[src/rtl/core/cop_pkg.sv]
`timescale 1ns / 1ps
`default_nettype none
// ----------------------------------------------------------------------------
// Circle push-out shared definitions
// Widths, the queue entry and the pipeline stage records of the push-out core.
// ----------------------------------------------------------------------------
package cop_pkg;

   localparam int CoordW  = 24;
   localparam int RadiusW = 20;
   localparam int GapW    = 16;
   localparam int DiffW   = CoordW + 1;       // signed centre difference
   localparam int RsumW   = RadiusW + 1;      // radius sum
   localparam int SpanW   = RsumW + 1;        // radius sum plus gap
   localparam int D2W     = 2 * RsumW;        // squared distance when overlapping
   localparam int RootW   = RsumW;            // integer square root of D2W bits
   localparam int ProdW   = SpanW + RootW;    // span times offset when overlapping
   localparam int NumW    = ProdW + 2;        // 2*span*offset + length
   localparam int QuotW   = SpanW + 1;        // rounded quotient
   localparam int DivW    = RootW + 1;        // divisor 2*length
   localparam int SqRemW  = RootW + 3;

   localparam logic signed [CoordW-1:0] CoordMax = {1'b0, {(CoordW-1){1'b1}}};
   localparam logic signed [CoordW-1:0] CoordMin = {1'b1, {(CoordW-1){1'b0}}};
   localparam logic [GapW-1:0]          GapReset = GapW'(256);
   localparam int QueueDepth = 4;
   localparam int QueuePtrW  = $clog2(QueueDepth);

   // One classified item passed from the front part to the back part.
   typedef struct packed {
      logic                     hit;
      logic                     same;
      logic                     neg_x;
      logic                     neg_y;
      logic signed [CoordW-1:0] mover_x;
      logic signed [CoordW-1:0] mover_y;
      logic signed [CoordW-1:0] obstacle_x;
      logic signed [CoordW-1:0] obstacle_y;
      logic [D2W-1:0]           d2;
      logic [ProdW-1:0]         prod_x;
      logic [ProdW-1:0]         prod_y;
   } cop_item_type;

   // Square root stage record.
   typedef struct packed {
      cop_item_type      item;
      logic [RootW-1:0]  root;
      logic [SqRemW-1:0] rem;
   } cop_sqrt_type;

   // Division stage record.
   typedef struct packed {
      logic                     hit;
      logic                     same;
      logic                     neg_x;
      logic                     neg_y;
      logic signed [CoordW-1:0] mover_x;
      logic signed [CoordW-1:0] mover_y;
      logic signed [CoordW-1:0] obstacle_x;
      logic signed [CoordW-1:0] obstacle_y;
      logic [DivW-1:0]          div;
      logic [NumW-1:0]          num_x;
      logic [NumW-1:0]          num_y;
      logic [DivW-1:0]          rem_x;
      logic [DivW-1:0]          rem_y;
      logic [QuotW-1:0]         quo_x;
      logic [QuotW-1:0]         quo_y;
   } cop_div_type;

endpackage
`default_nettype wire

[src/rtl/core/cop_fifo.sv]
`timescale 1ns / 1ps
`default_nettype none
// ----------------------------------------------------------------------------
// Circle push-out item queue
// Short register queue that decouples the front part from the back part.
// ----------------------------------------------------------------------------
module cop_fifo
   import cop_pkg::*;
(
   input  wire logic   clock,
   input  wire logic   reset,
   input  wire logic   push,
   input  wire cop_item_type push_item,
   output logic        full,
   input  wire logic   pop,
   output logic        empty,
   output cop_item_type pop_item
);

   cop_item_type         entry_ff [QueueDepth];
   logic [QueuePtrW-1:0] wr_ff, rd_ff;
   logic [QueuePtrW:0]   count_ff;

   assign full     = count_ff == (QueuePtrW+1)'(QueueDepth);
   assign empty    = count_ff == '0;
   assign pop_item = entry_ff[rd_ff];

   // Pointers and fill count.
   always_ff @(posedge clock) begin
      if (reset) begin
         wr_ff    <= '0;
         rd_ff    <= '0;
         count_ff <= '0;
      end else begin
         if (push) begin
            wr_ff <= wr_ff + 1'b1;
         end
         if (pop) begin
            rd_ff <= rd_ff + 1'b1;
         end
         count_ff <= count_ff + (QueuePtrW+1)'(push) - (QueuePtrW+1)'(pop);
      end
   end

   // Entry storage.
   always_ff @(posedge clock) begin
      if (push) begin
         entry_ff[wr_ff] <= push_item;
      end
   end

endmodule
`default_nettype wire

[config.mk]
export PLATFORM = sky130hd
export DESIGN_NAME = cop_fifo
export DESIGN_NICKNAME = d
export VERILOG_FILES = /design/src/rtl/core/cop_pkg.sv /design/src/rtl/core/cop_fifo.sv
export SDC_FILE = /design/constraint.sdc
export NUM_CORES = 1
export LEC_CHECK = 0
export ABC_AREA = 0
export BUFFER_PORTS_ARGS = -buffer_cell sky130_fd_sc_hd__buf_4
export CAP_MARGIN = 20
export CORE_MARGIN = 2
export CORE_UTILIZATION = 35
export DETAILED_ROUTE_END_ITERATION = 8
export PLACE_DENSITY = 0.61
export SLEW_MARGIN = 5
export SYNTH_ARGS = -nofsm -noshare
export SYNTH_HDL_FRONTEND = slang
export SYNTH_SLANG_ARGS = --single-unit
export TNS_END_PERCENT = 50
[constraint.sdc]
create_clock -name clock -period 12.6 [get_ports clock]
set_input_delay 0.63 -clock clock [delete_from_list [all_inputs] [get_ports clock]]
set_output_delay 0.63 -clock clock [all_outputs]
set_load 0.01 [all_outputs]
**After elaboration in Yosys (flattened, before gate mapping)**

Memories as Yosys holds them, arrays and structs flattened. A register that Yosys moved wholly into a read port is not among the register bits.
Index checks and enable logic that the tools add are counted.

- Register bits after elaboration: 7
- Memory bits (writable): 912
- Input bits: 232
- Output and inout bits: 230
- Word-level logic and storage cells: 14
- Memories: 1

- Add/subtract/negate cells: 4
- Eq/ne operators: 1
- Muxes and demuxes: 4
- Reduce and logical (&&, ||, !) cells: 1

Memory list:

| memory | depth | bits a word | read ports | clocked after Yosys merged registers in | write ports | RTL line | source |
|---|---|---|---|---|---|---|---|
| entry_ff | 4 | 228 | 1 | 1 | 1 | cop_fifo.sv:20 | `cop_item_type entry_ff [QueueDepth];` |

Operator list:

| kind | count |
|---|---|
| 2-bit by 1-bit adder with 2-bit output, second input constant | 2 |
| 2-bit 2-to-1 mux | 2 |
| 3-bit by 1-bit adder with 3-bit output | 1 |
| 3-bit equality test, second input constant | 1 |
| 3-bit zero test | 1 |
| 3-bit by 1-bit subtractor with 3-bit output | 1 |
| 1-bit 2-to-1 mux | 2 |

**Longest topological paths before layout**

- Depth after elaboration: 3
- Depth in mapped cells: 7
- Gate-level depth less buffers: 7

**Worst setup path before layout**

Ideal clock, no wire load.

- Path kind: input -> register
- From: input push
- To: memory entry_ff[0][0] (netlist name), enable pin
- Library setup time: 0.616 ns
- Arrival time: 5.792 ns
- Required time: 11.984 ns
- Path slack: 6.192 ns
- Cell stages on the path: 1
- Buffers on the path: 0
- Path through: and2_1

- Longest elaborated chain between the ends: 2

RTL lines:

| element | RTL line | source |
|---|---|---|
| from (decl) | cop_fifo.sv:12 | `input wire logic push,` |
| 1-bit 2-to-1 mux | cop_fifo.sv:47 | `if (push) begin` |
| 1-bit 2-to-1 mux (not written as such) | cop_fifo.sv:48 | `entry_ff[wr_ff] <= push_item;` |
| to (decl) | cop_fifo.sv:20 |  |

Every way passes these cells.

==> reports/metrics.yaml <==
dpl.cell_count: 2921
wl_per_cell_um: 22.13
yosys_warnings: 0
die_w_um: 313.8
std_cell_rows: 113
drc: 0
final-hold-violation-count: 0
antenna_found_initial: 10
pwr-share-seq_pct: 51.3
finalSetupViolCount: 0
clockPowerShare_pct: 38.6
finalNonFillerCells: 3095
clock-root-buffer: "clkbuf_16"
drive_gt1_share_pct: 46.25
mostFrequentLayoutCell: "edfxtp_1"
cts.sinks: 921
grt_overflow_total: 0
cp_cell_sequence: "buf_12, mux4_2, buf_4"
rsz0062_at_grt: "no"
final_cell_mix: "edfxtp_1 (912), buf_4 (468), mux4_2 (228), clkbuf_16 (98), clkinv_2 (22)"
grt_max_degree: 134
worstPathRequired_ps: 11970
crit_fanout: 97
antenna_left: 0
layout.nets: 1995
syn_area_sq_mm: 0.03359
path_depth: 3
post_cts_buffers: 0
start_util_pct: 35.35
slowest_delay_ps: 920
core-area_sq_mm: 0.09501
syn_area_per_cell_sq_um: 27.24
path_buf_inv: 2
placement.io_buffers: 461
worst-endpoint-arrival_ps: 3310
drt_wl_total_um: 68490
clock_skew_ps: 20.22
maxCapViolations: 0
ff2ff_setup_slack_ps: 9070
dr.pass1.iters: 4
synthDistinctLibCells: 22
startpoint_type: "register"
crit_family: "flip-flops"
setup.worst_path.end: "pop_item[135]"
cts_buffers: 98
worst_slew_pin_slew_ps: 1313
netlist_instances: 1233
worst_hold_path_type: "primary input to register"
ctsHoldBuffers: 0
status: "complete, no violations"
crit_type: "register to output pin"
max_freq_mhz: 254.0
fin_setup_tns_ps: 0
syn2layout_area_growth_pct: 22.68
slew_violations: 0
cts.clk_slew.worst_paths_ps: 60
vias: 14760
seq_area_frac_synth_pct: 82.07
p_leak_nw: 13.61
cts_tree: "yes"
endpoint_kind: "output pin"
period_needed_ps: 3937
peakVddDrop_mv: 0.1056
io_pins: 462
utilization_pct: 43.37
internal_power_mw: 5.411
power_density_mw_per_mm2: 168.8
dieArea_sq_mm: 0.09846
vias_per_cell: 4.770
htreeDepth: 3
slew_headroom_pct: 12.49
die_h_um: 313.8
synth_nets: 1472
worstReg2RegEnd: "entry_ff[2][143]"
clk_latency_ps: 670
r2r-start: "wr_ff[0]"
switching_share_pct: 22.18
ys_ff_latch: 921
hpwl_um: 39950
switchingPower_mw: 1.542
grt_pass1_vias: 15910
critPathSlowestCell: "dfxtp_4"
grt_pass1_wl_um: 102100
period_share_pct: 31.25
first_iter_violations: 1253
power_frac_comb_pct: 10.1
gp_congestion: 0.7207
gr-usage-all-layers_pct: 13.87
clockBufferDepth: 3
post_cts_resized: 0
r2r_cells: 5
[worst min-delay path by stage]
stage | startpoint | end | slack [ps] | cells after the start
2_1_floorplan | rd_ff[1] | register | 490 | 2
3_3_place_gp | rd_ff[1] | register | 510 | 2
3_5_place_dp | rd_ff[0] | register | 520 | 2
4_1_cts | push_item[21] | entry_ff[2][21] | 80 | 1
5_1_grt | push_item[40] | entry_ff[3][40] | 100 | 1
6_report | push_item[43] | entry_ff[2][43] | 160 | 1
[power groups by stage]
| stage | clock, mW | combinational, mW | sequential, mW |
|---|---|---|---|
| 2_1_floorplan | 0 | 0.394 | 3.64 |
| 3_3_place_gp | 0 | 0.711 | 3.62 |
| 3_5_place_dp | 0 | 0.718 | 3.63 |
| 4_1_cts | 2.77 | 0.721 | 3.57 |
| 5_1_grt | 2.88 | 0.752 | 3.58 |
| 6_report | 2.69 | 0.701 | 3.57 |
[synth_stat cells (all sizes together)]
cell type  number  area [sq um]
a21bo           1         10.01
a21oi           1         5.000
and2            4         25.02
and3            1         6.260
buf            49         621.8
clkbuf          2         7.510
dfxtp           9         180.2
edfxtp        912         27390
fa              1         20.02
ha              6         75.07
inv             6         22.52
mux2i           1         10.01
mux4          228          5135
nand3b          1         7.510
nor2            5         18.77
nor2b           2         12.51
nor3            1         5.000
xnor2           2         17.52
xor3            1         23.77
[worst reg2reg max path, delay by kind of cell (launching register included)]
kind | cells | cell delay [ps]
buffers and inverters | 3 | 1800
AND/OR/NAND/NOR | 1 | 800
flip-flops | 1 | 350
adder cells (fa/ha/maj) | 1 | 150
[kinds of logic after synthesis]
| family | count (synthesis) | synth area share (%) |
|---|---|---|
| buffers and inverters | 57 | 1.941 |
| AND/OR/NAND/NOR | 14 | 0.2235 |
| multiplexers | 229 | 15.32 |
| flip-flops | 921 | 82.07 |
| AO/OA/AOI/OAI | 2 | 0.04469 |
| adder cells (fa/ha/maj) | 7 | 0.2831 |
| XOR/XNOR | 3 | 0.1229 |
[registers in the layout, indices dropped and copies added, names as in the netlist, named ones only]
signal and cells:
entry_ff 912, count_ff 3, rd_ff 2, wr_ff 2
[per-layer routing]
metal	track usage, %	routed length (um)
met5	0	124
met4	4.328	1246
met3	5.476	5968
met2	22.44	33940
met1	17.17	27210
[layout make-up]
type / instances / area [sq um]
multi-input combinational: 255 / 5381
clock buffer: 114 / 2512
sequential: 921 / 27570
clock inverter: 59 / 498.0
timing repair buffer: 474 / 3633
fill: 8166 / 53800
antenna: 1 / 2.502
inverter: 6 / 22.52
tap: 1265 / 1583
[metrics by stage]
step	total power, mW	hold slack (ps)	cell area, sq um	setup slack [ps]
after floorplan	4.035	491.8	33590	6192
after global placement	4.335	507.1	38190	8768
after detailed placement	4.353	524.9	38190	8758
after CTS	7.064	79.99	41200	8563
after global routing	7.214	103.1	41210	8407
final	6.954	160.9	41210	8663
Power figures use the tool's default switching activity.
